<file path="src/design/qrr_div_cell.sv">
// One quotient bit of the two restoring dividers that share a divisor.
module qrr_div_cell #(
    parameter int NMW    = 34,
    parameter int DVW    = 17,
    parameter int SIDE_W = 6
) (
    input  logic              clk,
    input  logic              rst_n,
    input  logic              en,
    input  logic              in_valid,
    input  logic [NMW-1:0]    in_dq1,
    input  logic [NMW-1:0]    in_dq2,
    input  logic [DVW-1:0]    in_rem1,
    input  logic [DVW-1:0]    in_rem2,
    input  logic [DVW-1:0]    in_dv,
    input  logic [SIDE_W-1:0] in_side,
    output logic              out_valid,
    output logic [NMW-1:0]    out_dq1,
    output logic [NMW-1:0]    out_dq2,
    output logic [DVW-1:0]    out_rem1,
    output logic [DVW-1:0]    out_rem2,
    output logic [DVW-1:0]    out_dv,
    output logic [SIDE_W-1:0] out_side
);

    logic [DVW:0]      sh1;
    logic [DVW:0]      sh2;
    logic [DVW:0]      dv_ext;
    logic              ge1;
    logic              ge2;
    logic [DVW:0]      diff1;
    logic [DVW:0]      diff2;
    logic              valid_reg;
    logic [NMW-1:0]    dq1_reg;
    logic [NMW-1:0]    dq2_reg;
    logic [DVW-1:0]    rem1_reg;
    logic [DVW-1:0]    rem2_reg;
    logic [DVW-1:0]    dv_reg;
    logic [SIDE_W-1:0] side_reg;

    always_comb
    begin
        sh1    = {in_rem1, in_dq1[NMW-1]};
        sh2    = {in_rem2, in_dq2[NMW-1]};
        dv_ext = {1'b0, in_dv};
        ge1    = (sh1 >= dv_ext);
        ge2    = (sh2 >= dv_ext);
        diff1  = ge1 ? (sh1 - dv_ext) : sh1;
        diff2  = ge2 ? (sh2 - dv_ext) : sh2;
    end

    always_ff @(posedge clk or negedge rst_n)
    begin
        if (!rst_n)
        begin
            valid_reg <= 1'b0;
        end
        else if (en)
        begin
            valid_reg <= in_valid;
        end
    end

    always_ff @(posedge clk)
    begin
        if (en)
        begin
            dq1_reg  <= {in_dq1[NMW-2:0], ge1};
            dq2_reg  <= {in_dq2[NMW-2:0], ge2};
            rem1_reg <= diff1[DVW-1:0];
            rem2_reg <= diff2[DVW-1:0];
            dv_reg   <= in_dv;
            side_reg <= in_side;
        end
    end

    assign out_valid = valid_reg;
    assign out_dq1   = dq1_reg;
    assign out_dq2   = dq2_reg;
    assign out_rem1  = rem1_reg;
    assign out_rem2  = rem2_reg;
    assign out_dv    = dv_reg;
    assign out_side  = side_reg;

endmodule
</file>
<file path="config.mk">
export PLATFORM = sky130hd
export DESIGN_NAME = qrr_div_cell
export DESIGN_NICKNAME = d
export VERILOG_FILES = /design/src/design/qrr_div_cell.sv
export SDC_FILE = /design/constraint.sdc
export NUM_CORES = 1
export LEC_CHECK = 0
export ABC_AREA = 1
export BUFFER_PORTS_ARGS = -buffer_cell sky130_fd_sc_hd__buf_2
export CELL_PAD_IN_SITES_DETAIL_PLACEMENT = 0
export CELL_PAD_IN_SITES_GLOBAL_PLACEMENT = 1
export CORE_UTILIZATION = 40
export CTS_BUF_LIST = sky130_fd_sc_hd__clkbuf_4
export DETAILED_ROUTE_END_ITERATION = 12
export MAX_ROUTING_LAYER = met4
export PLACE_DENSITY = 0.86
export SYNTH_ARGS = -nofsm -noshare
export SYNTH_HDL_FRONTEND = slang
export SYNTH_SLANG_ARGS = --single-unit
</file>
<file path="constraint.sdc">
create_clock -name clk -period 1.9 [get_ports clk]
set_clock_uncertainty 0.1 [all_clocks]
set_input_delay 0.38 -clock clk [delete_from_list [all_inputs] [get_ports clk]]
set_output_delay 0.38 -clock clk [all_outputs]
set_load 0.05 [all_outputs]
</file>
---- After elaboration in Yosys (flattened, before gate mapping) ----
Cells that the tools add are included.
storage, ports and cells
  register bits after elaboration ......... 126
  output and inout bits ................... 126
  input port bits ......................... 129
  word-level logic and storage cells ...... 13
operators by class
  $lt $le $gt $ge ......................... 2
  multiplexer cells ....................... 2
  add/subtract/negate cells ............... 2
operators by type and width
  kind                                              count
  18-bit by 17-bit >= comparator with 1-bit output  2
  17-bit 2-to-1 mux                                 2
  17-bit subtractor                                 2

---- Logic depth before layout (Yosys ltp) ----
  depth after elaboration ................. 2
  mapped depth ............................ 15
  depth with buffers taken out ............ 14

---- Worst setup path before layout ----
OpenSTA, ideal clock, no wires.
  path type ............................... input port to flip-flop
  start ................................... input in_dq1[33]
  end ..................................... register rem1_reg[5] (netlist: out_rem1[5]), data pin
  library setup time ...................... 252 ps
  path buffers ............................ 1
  stages .................................. 15
  required time ........................... 1548 ps
  path slack .............................. -263 ps
  arrival ................................. 1811 ps
  cell sequence ........................... inv_1 ha_1 inv_1 fa_1 nand2_1 nand2_1 nand3_2 nand2_2 nand2_1 nand2_2 nand2_4 nand2_4 buf_6 nand2_1 nand2_1
on the way
  word-level cells in the longest chain between the ends .. 2
  elaborated cells on any way between the ends .. 3
  those cells by class .................... 1 x add/sub; 1 x order compare; 1 x mux
RTL lines
  element                                           RTL line  source
  from (decl)                                       11        input logic [NMW-1:0] in_dq1,
  18-bit by 17-bit >= comparator with 1-bit output  46        ge1 = (sh1 >= dv_ext);
  via ge1                                           29        logic ge1;
  17-bit 2-to-1 mux                                 48        diff1 = ge1 ? (sh1 - dv_ext) : sh1;
  via diff1[5]                                      31        logic [DVW:0] diff1;
  to (signal assigned)                              70        rem1_reg <= diff1[DVW-1:0];
  to (decl)                                         36        logic [DVW-1:0] rem1_reg;
The timed path passes the listed nets, and every way through them passes these cells.
A chain may end at the register's enable or synchronous reset.

---- Worst setup path in the final report ----
  start ................................... input in_dv[0]
  end ..................................... register rem2_reg[14] (netlist: out_rem2[14]), data pin
on the way
  word-level cells in the longest chain between the ends .. 2
  elaborated cells on any way between the ends .. 3
  those cells by class .................... 1 x add/sub; 1 x order compare; 1 x mux
RTL lines
  element                                                                                RTL line  source
  from (decl)                                                                            15        input logic [DVW-1:0] in_dv,
  17-bit subtractor or 18-bit by 17-bit >= comparator with 1-bit output (tied branches)  49, 47
  17-bit 2-to-1 mux (*)                                                                  49        diff2 = ge2 ? (sh2 - dv_ext) : sh2;
  via diff2[14]                                                                          32        logic [DVW:0] diff2;
  to (signal assigned)                                                                   71        rem2_reg <= diff2[DVW-1:0];
  to (decl)                                                                              37        logic [DVW-1:0] rem2_reg;
The timed path passes the listed nets; every way through them passes the cells marked *.

==> impl_metrics.csv <==
group,metric,value,unit
die,die_y,131,microns
job,cap_violations,0,
power,vdd_ir_drop_max,0.394,mV
clocking,clock-root-buffer,"clkbuf_4",
min_path,hp-start,"in_dq2[33]",
yosys,ys_types,35,
min_path,hold_end,"out_rem2[0]",
min_path,hp-class,"in -> reg",
global_route,grt_max_degree,41,
die,die_area,17200,sq um
power,clock_power_share,24.2,%
die,rows,46,
timing,period_minus_slack,1.74,ns
die,start_util,41.5,%
global_route,grt_pass1_vias,6108,
routing,num_vias,6257,
routing,drtIter0Drc,321,
layout,fin_cells,1376,
timing,worstMarginPinSlew,0.310,ns
timing,finalHoldViolCount,0,
yosys,synth_area_per_cell,9.50,sq um
setup_path,cp-start-kind,"primary input",
timing,drv_slew,0,
layout,final_cell_mix,"buf_2 (253), nand2_1 (247), edfxtp_1 (125), inv_1 (109), dlygate4sd3_1 (92)",
layout,drive_gt1_share,37.9,%
clocking,cts_buffer_depth,2,
global_route,grt_usage,26.4,%
timing,post-route-period-util,91.3,%
power,pwr-share-comb,34.1,%
clocking,htreeDepth,4,
timing,slew_headroom,79.4,%
power,p_int,0.00512,W
setup_path,r2r_start,"out_valid",
routing,drt_wl_total,21.7,mm
global_route,antenna_found_initial,6,
die,core_area,16100,sq um
setup_path,critPathCaptureType,"register",
routing,post_drt_via_cell_ratio,4.55,
power,p_per_area,804,nW/um^2
yosys,seq_area_frac_synth,56.7,%
setup_path,rr_endpoint,"out_valid",
clocking,clock-sinks,126,
routing,wire_per_inst,15.8,microns
setup_path,r2r_cells,1,
layout,syn_to_final_growth,54.6,%
yosys,ys_seq_elements,126,
power,p_seq_share,41.7,%
die,io_pins,255,
placement,gp_congestion,0.900,
setup_path,worst-setup-path-type,"in -> reg",
status,status,"complete, no violations",
timing,fmax,576,MHz
yosys,synth_area_leaders,"edfxtp_1 (56%), nand2_1 (14%), ha_1 (6.4%)",
clocking,clk_pin_slew_worst_paths,0.13,ns
power,switchingPower,0.00315,W
yosys,syn_nets,866,
setup_path,cp_max_fo,4,
yosys,yosysWarnings,0,
global_route,grt_pass1_wl,31.9,mm
timing,setup_viol,0,
layout,final_common_cell,"buf_2",
die,fp.dieW,131,microns
clocking,cts_tree,"yes",
placement,portBuffers,254,
power,leakagePower,5.14,nW
clocking,cts_resized,0,
clocking,post_cts_buffers,0,
setup_path,reg2reg_slack,1.01,ns
routing,dr.pass1.iters,7,
placement,dp_cells,1246,
routing,drc,0,
setup_path,required,2.12,ns
clocking,cts_buffers,17,
layout,num-nets-final,1306,
routing,ant_nets,0,
global_route,globalRouteOverflowTotal,0,
timing,tns,0,ns
yosys,netlist_area,6660,sq um
yosys,yosysTopAreaCell,"edfxtp_1",
min_path,hold_depth,3,
timing,rsz0062_at_grt,"false",
setup_path,crit_arrival,1.96,ns
yosys,postSynthCellCount,701,
yosys,yosys.area.top_type_share,56.4,%
placement,post-dp-hpwl,15.7,mm
power,p_sw_share,38.1,%
clocking,clk_latency,0.54,ns
[worst max path at each step]
stage,start,endpoint
2_1_floorplan,in_dq1[33],out_rem1[5]
3_3_place_gp,in_dv[0],out_rem2[16]
3_5_place_dp,in_dv[0],out_rem2[16]
4_1_cts,out_dv[6],out_dv[6]
5_1_grt,in_dv[0],out_rem2[16]
6_report,in_dv[0],out_rem2[14]
[routing by layer]
| metal | global-route usage, % | wire, microns | share of wire, % |
|---|---|---|---|
| met3 | 5.29 | 1390 | 6.4 |
| met2 | 45.4 | 10800 | 50 |
| met5 | - | 0 | 0 |
| met1 | 30.0 | 8920 | 41 |
| met4 | 11.0 | 595 | 2.7 |
[sequential cells by signal, summed over array words and instances, names as in the netlist]
register and cells:
out_rem1 17, out_dv 17, out_dq1 34, out_valid 1
out_side 6, out_dq2 34, out_rem2 17
[power groups by stage]
stage	combinational (W)	sequential [W]	clock, W
final	0.00283	0.00345	0.00200
after global routing	0.00304	0.00348	0.00215
after CTS	0.00282	0.00344	0.00204
after detailed placement	0.00266	0.00350	0
after global placement	0.00263	0.00350	0
after floorplan	0.000813	0.00448	0
[worst max-delay path: stages]
cell and delay [ns]:
buf_2 0.14, ha_1 0.16, inv_1 0.06, fa_1 0.41, nand3_1 0.10, nand3_1 0.15
nand2_1 0.09, nand2_1 0.08, nand2_1 0.13, nand2_1 0.06, nand2_1 0.05, nand2_1 0.04
nand2_1 0.05, nand2_1 0.05
[final cells by class]
cell class,instances,area [sq um]
fillers,1333,5760
clock inverters,14,156
repair buffers,427,2840
clock buffers,18,135
flip-flops and latches,126,3780
inverters,119,467
diodes,6,15.0
well taps,216,270
multi-input cells,450,2630
[metrics by stage]
step / cell area, sq um / total power [W] / hold slack (ns) / setup WS, ns / util, %
floorplan: 6940 / 0.00529 / -0.0156 / -0.134 / -
global placement: 9070 / 0.00613 / 0.0554 / -0.399 / 56.5
detailed placement: 9070 / 0.00616 / 0.0586 / -0.426 / 56.5
CTS: 10300 / 0.00830 / 0.00184 / 0.123 / 64.0
global route: 10300 / 0.00867 / 0.0331 / 0.0363 / 64.1
finish: 10300 / 0.00827 / 0.0424 / 0.165 / 64.1
[repair_timing]
| item | 4_1_cts | 5_1_grt |
|---|---|---|
| setup endpoints to repair | 0 | 0 |
| endpoints found under the hold margin | 91 | 0 |
| hold buffers | 92 | 0 |
[cells in the mapped netlist, drive strengths merged]
| master | number |
|---|---|
| a21oi | 19 |
| nor4 | 1 |
| nand4 | 5 |
| buf | 6 |
| fa | 2 |
| nand3b | 1 |
| and3 | 2 |
| xor2 | 12 |
| inv | 118 |
| dfrtp | 1 |
| mux2 | 1 |
| edfxtp | 125 |
| o21a | 1 |
| xnor2 | 2 |
| nor3 | 5 |
| nand2 | 272 |
| clkinv | 1 |
| ha | 34 |
| or2 | 2 |
| nor2 | 28 |
| o21ai | 1 |
| and2 | 1 |
| nand3 | 61 |
[kinds of logic after synthesis]
group,share of synthesized area (%)
compound gates,1.73
flops,56.7
mux,0.169
fa+ha+maj,6.99
buf+inv,7.59
xor+xnor,1.84
simple gates,24.9
Power figures use the tool's default switching activity.
