--- src/design/qrr_sqrt_cell.sv ---
// One digit step of the pipelined integer square root, producing one root bit.
module qrr_sqrt_cell #(
    parameter int SW     = 33,
    parameter int RDW    = 66,
    parameter int SIDE_W = 8
) (
    input  logic              clk,
    input  logic              rst_n,
    input  logic              en,
    input  logic              in_valid,
    input  logic [RDW-1:0]    in_rad,
    input  logic [SW-1:0]     in_root,
    input  logic [SW+2:0]     in_rem,
    input  logic [SIDE_W-1:0] in_side,
    output logic              out_valid,
    output logic [RDW-1:0]    out_rad,
    output logic [SW-1:0]     out_root,
    output logic [SW+2:0]     out_rem,
    output logic [SIDE_W-1:0] out_side
);

    logic [SW+2:0]     rem_sh;
    logic [SW+2:0]     trial;
    logic              ge;
    logic              valid_reg;
    logic [RDW-1:0]    rad_reg;
    logic [SW-1:0]     root_reg;
    logic [SW+2:0]     rem_reg;
    logic [SIDE_W-1:0] side_reg;

    always_comb
    begin
        rem_sh = {in_rem[SW:0], in_rad[RDW-1 -: 2]};
        trial  = {1'b0, in_root, 2'b01};
        ge     = (rem_sh >= trial);
    end

    always_ff @(posedge clk or negedge rst_n)
    begin
        if (!rst_n)
        begin
            valid_reg <= 1'b0;
        end
        else if (en)
        begin
            valid_reg <= in_valid;
        end
    end

    always_ff @(posedge clk)
    begin
        if (en)
        begin
            rad_reg  <= {in_rad[RDW-3:0], 2'b00};
            root_reg <= {in_root[SW-2:0], ge};
            rem_reg  <= ge ? (rem_sh - trial) : rem_sh;
            side_reg <= in_side;
        end
    end

    assign out_valid = valid_reg;
    assign out_rad   = rad_reg;
    assign out_root  = root_reg;
    assign out_rem   = rem_reg;
    assign out_side  = side_reg;

endmodule

--- config.mk ---
export PLATFORM = sky130hd
export DESIGN_NAME = qrr_sqrt_cell
export DESIGN_NICKNAME = d
export VERILOG_FILES = /design/src/design/qrr_sqrt_cell.sv
export SDC_FILE = /design/constraint.sdc
export NUM_CORES = 1
export LEC_CHECK = 0
export BUFFER_PORTS_ARGS = -buffer_cell sky130_fd_sc_hd__buf_2
export CAP_MARGIN = 10
export CELL_PAD_IN_SITES_DETAIL_PLACEMENT = 0
export CELL_PAD_IN_SITES_GLOBAL_PLACEMENT = 1
export CORE_UTILIZATION = 34
export DETAILED_ROUTE_END_ITERATION = 12
export PLACE_DENSITY_LB_ADDON = 0.3
export SLEW_MARGIN = 20
export SYNTH_ARGS = -nofsm -noshare
export SYNTH_HDL_FRONTEND = slang
export SYNTH_SLANG_ARGS = --single-unit
--- constraint.sdc ---
create_clock -name clk -period 0.8 [get_ports clk]
set_input_delay 0.2 -clock clk [delete_from_list [all_inputs] [get_ports clk]]
set_output_delay 0.2 -clock clk [all_outputs]
set_load 0.02 [all_outputs]
# Word level (Yosys, flattened, before mapping)
# Index checks and enable logic that the tools add are counted.
[word_totals]
reg_bits = 142
in_bits = 147
out_inout_bits = 144
wordCells = 8
[classes]
addsub = 1
n_lt_le_gt_ge = 1
n_mux = 1
[ops]
columns = ["operator", "count"]
rows = [
  ["$ge A36 B35 Y1", 1],
  ["$mux W36", 1],
  ["$sub A36 B35 Y36", 1],
]

# Logic depth before layout (Yosys ltp)
# Gate-level depths: netlist of the first run.
[logic_depth]
depth_word = 2
ltp_mapped = 13
mapped_depth_nobuf = 11

# Worst setup path before layout of the first run
# No wires, ideal clock.
[synth_timing]
path_type = "input -> register"
startpoint = "input port in_root[0]"
endpoint = "register rem_reg[10], in the netlist out_rem[10] (data pin)"
setup_time_ps = 260
arrival_time_ps = 2590
required_time_ps = 540
slack_ps = -2050
stages = 12
path_buffers = 1
cell_sequence = "inv_1 ha_1 nor2b_4 o311ai_2 a32oi_2 a31oi_4 o211ai_4 a41o_4 a21oi_4 inv_4 buf_6 mux2_4"
[synth_between]
elab_chain_len = 2
elab_cells_between_ends = 3
classes_between = "add/sub: 1; order compare: 1; mux: 1"
[synth_lines]
columns = ["item", "line_no", "rtl"]
rows = [
  ["from (decl)", "12", "input logic [SW-1:0] in_root,"],
  ["$sub A36 B35 Y36 / $ge A36 B35 Y1 (equally long branches)", "56, 35", ""],
  ["$mux W36 (*)", "56", "rem_reg <= ge ? (rem_sh - trial) : rem_sh;"],
  ["to (signal assigned)", "56", ""],
  ["to (decl)", "28", "logic [SW+2:0] rem_reg;"],
]
# Mark *: on every way between the ends. The rest lies on a longest branch, timed or not.
# A chain may end at the register's enable or synchronous reset.

# Final worst setup path of the first run
[layout_timing]
startpoint = "input port in_root[16]"
endpoint = "register rem_reg[22], in the netlist out_rem[22] (data pin)"
# The elaborated chain is that of the path after synthesis.

==> flow_metrics.env, run 1 <==
export IMPL_status="finished with violations"
export IMPL_violations="negative setup slack"
export IMPL_hold_violations=0
export IMPL_initial_core_util=0.350
export IMPL_ant_nets=0
export IMPL_cts_buffer_depth=2
export IMPL_max_freq_mhz=441
export IMPL_ys_seq_area_frac=0.621
export IMPL_internal_power_mw=17.0
export IMPL_grtUsageTotal=0.202
export IMPL_dieHeight_microns=144
export IMPL_rsz0062_at_grt="yes"
export IMPL_route_detailed_drc=0
export IMPL_final_common_cell="buf_2"
export IMPL_portBuffers=286
export IMPL_power_density_nw_per_um2=1930
export IMPL_finalInstanceArea_sq_um=12400
export IMPL_syn_to_final_growth_pct=81.0
export IMPL_antenna_found_initial=5
export IMPL_power_switching_mw=7.04
export IMPL_dr_first_iter_drc_count=227
export IMPL_clkTransAtPathRegs_ps=60
export IMPL_sw_frac_of_total=0.293
export IMPL_cp_arrival_ps=2430
export IMPL_p_clk_frac=0.312
export IMPL_layout_common_cells="buf_2, edfxtp_1, buf_6, buf_4, dlygate4sd3_1"
export IMPL_cts_made_buffers=17
export IMPL_htree_levels=4
export IMPL_vias=6020
export IMPL_post_layout_nonfiller_instances=1300
export IMPL_maxCapViolCount=0
export IMPL_cts_root_buf="clkbuf_16"
export IMPL_slew_violations=0
export IMPL_n_fill_cell=1487
export IMPL_drt_wirelength_per_cell_microns=17.5
export IMPL_core_sq_um=19600
export IMPL_grt_max_degree=36
export IMPL_dpl_cell_area_sq_um=9620
export IMPL_worstHoldPathType="input pin to flip-flop"
export IMPL_pwr_share_comb=0.295
export IMPL_yosysWarnings=0
export IMPL_irDropWorstVdd_v=0.00131
export IMPL_cts_tree="done"
export IMPL_crit_path_start_kind="input pin"
export IMPL_seq_power_share=0.393
export IMPL_fin_skew_ps=0
export IMPL_critPathRequiredTime_ps=960
export IMPL_via_per_inst=4.63
export IMPL_rows=51
export IMPL_hold_slack_ps=61.5
export IMPL_die_w_microns=144
export IMPL_leakage_nw=5.48
export IMPL_nets=1202
export IMPL_synth_async_reset_ratio=0.00704
export IMPL_dieArea_sq_um=20700
export IMPL_first_pass_iters=4
export IMPL_synth_edf_count=141
export IMPL_synthCells=487
export IMPL_syn_avg_cell_area_sq_um=14.1
export IMPL_layout_drive_gt1_share=0.537
export IMPL_grt_pass1_vias=6122
export IMPL_gp_congestion=0.881
export IMPL_post_route_period_util=2.83
export IMPL_synth_cell_types=57
export IMPL_grt_pass1_wl_mm=31.4
export IMPL_end_kind="flip-flop"
export IMPL_hpwlAfterDp_mm=15.1
export IMPL_setup_viol=180
export IMPL_synth_seq_cells=142
export IMPL_clock_sinks=142
export IMPL_fin_crit_ps=2270
export IMPL_crit_fanout=15
export IMPL_setup_ws_ps=-1470
export IMPL_io_pins=291
export IMPL_place_inst=1143
export IMPL_utilization=0.633
export IMPL_syn_area_sq_um=6860
export IMPL_crit_type="input pin to flip-flop"
export IMPL_place_ws_ps=-2010
export IMPL_ys_flop_type="edfxtp_1"
export IMPL_worst_skew_pair_late_latency_ps=430
export IMPL_totalWireLength_mm=22.7
export IMPL_gr_total_overflow=0
==> critical path: stages <==
cell,delay (ps)
buf_2,110
inv_1,50
ha_2,200
a21oi_4,130
o21ai_1,80
nor3b_2,160
o41ai_2,280
buf_4,170
o211ai_4,70
a41o_4,260
a21oi_4,160
inv_4,80
buf_12,170
mux2_4,300
==> flip-flops by register name (all words and copies together), names as in the netlist <==
signal     count
out_rad       64
out_rem       36
out_root      33
out_side       8
out_valid      1
==> path summary, 6_finish.rpt <==
kind | startpoint | end | slack [ps] | depth (start not counted)
hold / removal | in_root[18] | out_root[19]$_DFFE_PP_ | 60 | 2
hold reg to reg | out_valid$_DFFE_PN0P_ | out_valid$_DFFE_PN0P_ | 570 | 1
min in group asynchronous | rst_n | out_valid$_DFFE_PN0P_ | 120 | 2
setup / recovery | in_root[16] | out_rem[22]$_DFFE_PP_ | -1470 | 14
max in group asynchronous | rst_n | out_valid$_DFFE_PN0P_ | 580 | 2
setup reg to reg | out_valid$_DFFE_PN0P_ | out_valid$_DFFE_PN0P_ | 0 | 1
==> Yosys cell counts, types with 6 or more instances <==
library cell	count	area share
o21ai_0	20	0.015
nor2_1	12	0.0066
ha_1	35	0.064
mux2_4	26	0.057
a21o_1	9	0.0099
a21oi_1	33	0.024
mux2_2	6	0.0099
inv_1	47	0.026
nand4_1	7	0.0064
xnor2_1	19	0.024
edfxtp_1	141	0.62
xor2_1	12	0.015
and3_1	11	0.010
nand3_1	9	0.0066
nand2_1	27	0.015
==> logic make-up after synthesis <==
kind of cell,share of synthesized area
AO/OA/AOI/OAI,0.105
XOR/XNOR,0.0396
adder cells (fa/ha/maj),0.0639
buffers and inverters,0.0360
flip-flops,0.621
multiplexers,0.0683
other,0.000547
AND/OR/NAND/NOR,0.0657
==> through the flow <==
| stage | TNS (ps) | power [mW] |
|---|---|---|
| floorplan | -66650 | 12.6 |
| detailed placement | -92210 | 15.0 |
| finish | -102340 | 24.0 |
| CTS | -104860 | 23.6 |
| global placement | -90830 | 14.9 |
| global route | -110510 | 25.0 |
==> power by group through the flow <==
stage / clock (mW) / combinational [mW] / sequential, mW
floorplan: 0 / 2.16 / 10.4
global placement: 0 / 5.48 / 9.41
detailed placement: 0 / 5.55 / 9.41
CTS: 7.65 / 6.57 / 9.33
global route: 7.96 / 7.54 / 9.49
finish: 7.49 / 7.07 / 9.43
==> routing by layer <==
| metal | wire length, microns | GRT usage | up-vias |
|---|---|---|---|
| met2 | 11800 | 0.363 | 207 |
| met1 | 8940 | 0.227 | 2873 |
| li1 | - | - | 2901 |
| met3 | 1500 | 0.0517 | 33 |
| met5 | 41 | 0 | - |
| met4 | 462 | 0.0817 | 6 |
==> repair_timing <==
item,in CTS,in global routing
hold buffers,101,1
pin swaps,15,14
gates resized for setup,148,160
endpoints found under the setup margin,179,179
setup buffers,18,8
endpoints found under the hold margin,101,1
==> layout make-up <==
type	instances	area (sq um)	share of cell area
inverter	48	193	0.0155
multi-input combinational	289	2780	0.224
timing repair buffer	522	4300	0.346
clock inverter	14	120	0.00968
clock buffer	17	425	0.0343
sequential	142	4260	0.343
antenna	3	7.51	0.000605
tap	265	332	0.0267
No activity file was read; power rests on OpenSTA's default activity.
==> run 2, diff against run 1 <==
RECOVER_POWER = 25   (was default)
==> flow_metrics.env, run 2 (synthesized netlist as in run 1, its figures left out) <==
export IMPL_status="finished with violations"
export IMPL_violations="negative setup slack"
export IMPL_utilization=0.633
export IMPL_holdCritStartpoint="in_root[18]"
export IMPL_hold_slack_ps=80.4
export IMPL_route_detailed_drc=0
export IMPL_dieHeight_microns=144
export IMPL_topRoutingLayerUsed="met5"
export IMPL_tightest_slew_ps=526
export IMPL_syn_to_final_growth_pct=80.9
export IMPL_finalInstanceArea_sq_um=12400
export IMPL_hpwlAfterDp_mm=15.1
export IMPL_worstHoldPathType="input pin to flip-flop"
export IMPL_totalWireLength_mm=22.7
export IMPL_cts_made_buffers=17
export IMPL_gp_congestion=0.881
export IMPL_power_density_nw_per_um2=1940
export IMPL_initial_core_util=0.350
export IMPL_wl_met2_mm=11.7
export IMPL_hold_violations=0
export IMPL_n_fill_cell=1492
export IMPL_whs_endpoint="out_root[19]$_DFFE_PP_"
export IMPL_gr_total_overflow=0
export IMPL_largest_reg_flops=64
export IMPL_grtUsageTotal=0.202
export IMPL_setup_viol=225
export IMPL_final_common_cell="buf_2"
export IMPL_max_freq_mhz=441
export IMPL_grt_pass1_vias=6122
export IMPL_irDropWorstVdd_v=0.00131
export IMPL_maxSlewHeadroom=0.649
export IMPL_maxCapViolCount=0
export IMPL_rr_worst_depth=1
export IMPL_rr_startpoint="out_valid$_DFFE_PN0P_"
export IMPL_crit_fanout=15
export IMPL_die_w_microns=144
export IMPL_fin_skew_ps=0
export IMPL_htree_levels=4
export IMPL_fin_crit_ps=2270
export IMPL_clkTransAtPathRegs_ps=60
export IMPL_dieArea_sq_um=20700
export IMPL_setup_tns_ps=-102860
export IMPL_post_route_period_util=2.83
export IMPL_met3WireLength_mm=1.53
export IMPL_critPathRequiredTime_ps=960
export IMPL_cts_root_buf="clkbuf_16"
export IMPL_setup_ws_ps=-1470
export IMPL_leakage_nw=5.48
export IMPL_first_pass_iters=4
export IMPL_io_pins=291
export IMPL_dpl_cell_area_sq_um=9620
export IMPL_ant_nets=0
export IMPL_dr_first_iter_drc_count=223
export IMPL_cts_buffer_depth=2
export IMPL_via_per_inst=4.64
export IMPL_crit_type="input pin to flip-flop"
export IMPL_end_kind="flip-flop"
export IMPL_grt_max_degree=36
export IMPL_antenna_found_initial=5
export IMPL_vias=6026
export IMPL_crit_path_start_kind="input pin"
export IMPL_cp_arrival_ps=2430
export IMPL_place_ws_ps=-2010
export IMPL_nets=1202
export IMPL_cts_tree="done"
export IMPL_layout_common_cells="buf_2, edfxtp_1, buf_6"
export IMPL_rows=51
export IMPL_rsz0062_at_grt="yes"
export IMPL_grt_pass1_wl_mm=31.4
export IMPL_slew_violations=0
export IMPL_rr_endpoint="out_valid$_DFFE_PN0P_"
export IMPL_core_sq_um=19600
export IMPL_clock_sinks=142
export IMPL_drt_wirelength_per_cell_microns=17.5
export IMPL_portBuffers=286
export IMPL_met1_length_mm=8.99
export IMPL_worst_skew_pair_late_latency_ps=420
export IMPL_layout_drive_gt1_share=0.535
export IMPL_hold_path_cell_count=2
export IMPL_rrSetupSlack_ps=0
-- run 2: final cells by class --
class / instances / area (sq um) / share of cell area
repair buffers: 522 / 4280 / 0.346
flip-flops and latches: 142 / 4260 / 0.344
multi-input cells: 289 / 2780 / 0.224
clock buffers: 17 / 425 / 0.0343
well taps: 265 / 332 / 0.0267
inverters: 48 / 193 / 0.0155
clock inverters: 14 / 120 / 0.00969
diodes: 3 / 7.51 / 0.000606
-- run 2: worst max-delay path, stage by stage --
cell	delay [ps]
buf_2	110
inv_1	50
ha_2	200
a21oi_4	130
o21ai_1	80
nor3b_2	160
o41ai_2	280
buf_4	170
o211ai_4	70
a41o_4	260
a21oi_4	160
inv_4	80
buf_12	170
mux2_4	300
-- run 2: how the worst max path moves through the flow --
stage                      from                     to
global route         in_root[0]  out_rem[25]$_DFFE_PP_
finish              in_root[16]  out_rem[22]$_DFFE_PP_
floorplan             in_rem[0]  out_rem[10]$_DFFE_PP_
detailed placement  in_root[21]   out_rem[2]$_DFFE_PP_
CTS                  in_root[0]  out_rem[22]$_DFFE_PP_
global placement     in_root[0]  out_rem[27]$_DFFE_PP_
-- run 2: metal layers --
| layer | up-vias | GRT usage |
|---|---|---|
| met2 | 210 | 0.363 |
| met1 | 2875 | 0.227 |
| met3 | 33 | 0.0517 |
| li1 | 2902 | - |
| met4 | 6 | 0.0817 |
| met5 | - | 0 |
-- run 2: power by group --
group / total, mW / switching, mW / internal [mW]
sequential: 9.43 / 0.332 / 9.10
combinational: 7.07 / 3.26 / 3.80
clock: 7.50 / 3.45 / 4.05
total: 24.0 / 7.04 / 17.0
-- run 2: what timing repair did --
item,in CTS,in global routing
buffers inserted,18,8
pin swaps,15,14
hold endpoints to repair,101,1
setup endpoints to repair,179,179
gates resized for setup,148,160
hold buffers,101,1
-- run 2: through the flow --
step | power, mW | instances
floorplan | 12.6 | 488
CTS | 23.6 | 1292
global route | 25.0 | 1298
detailed placement | 15.0 | 1143
finish | 24.0 | 1300
global placement | 14.9 | 1143
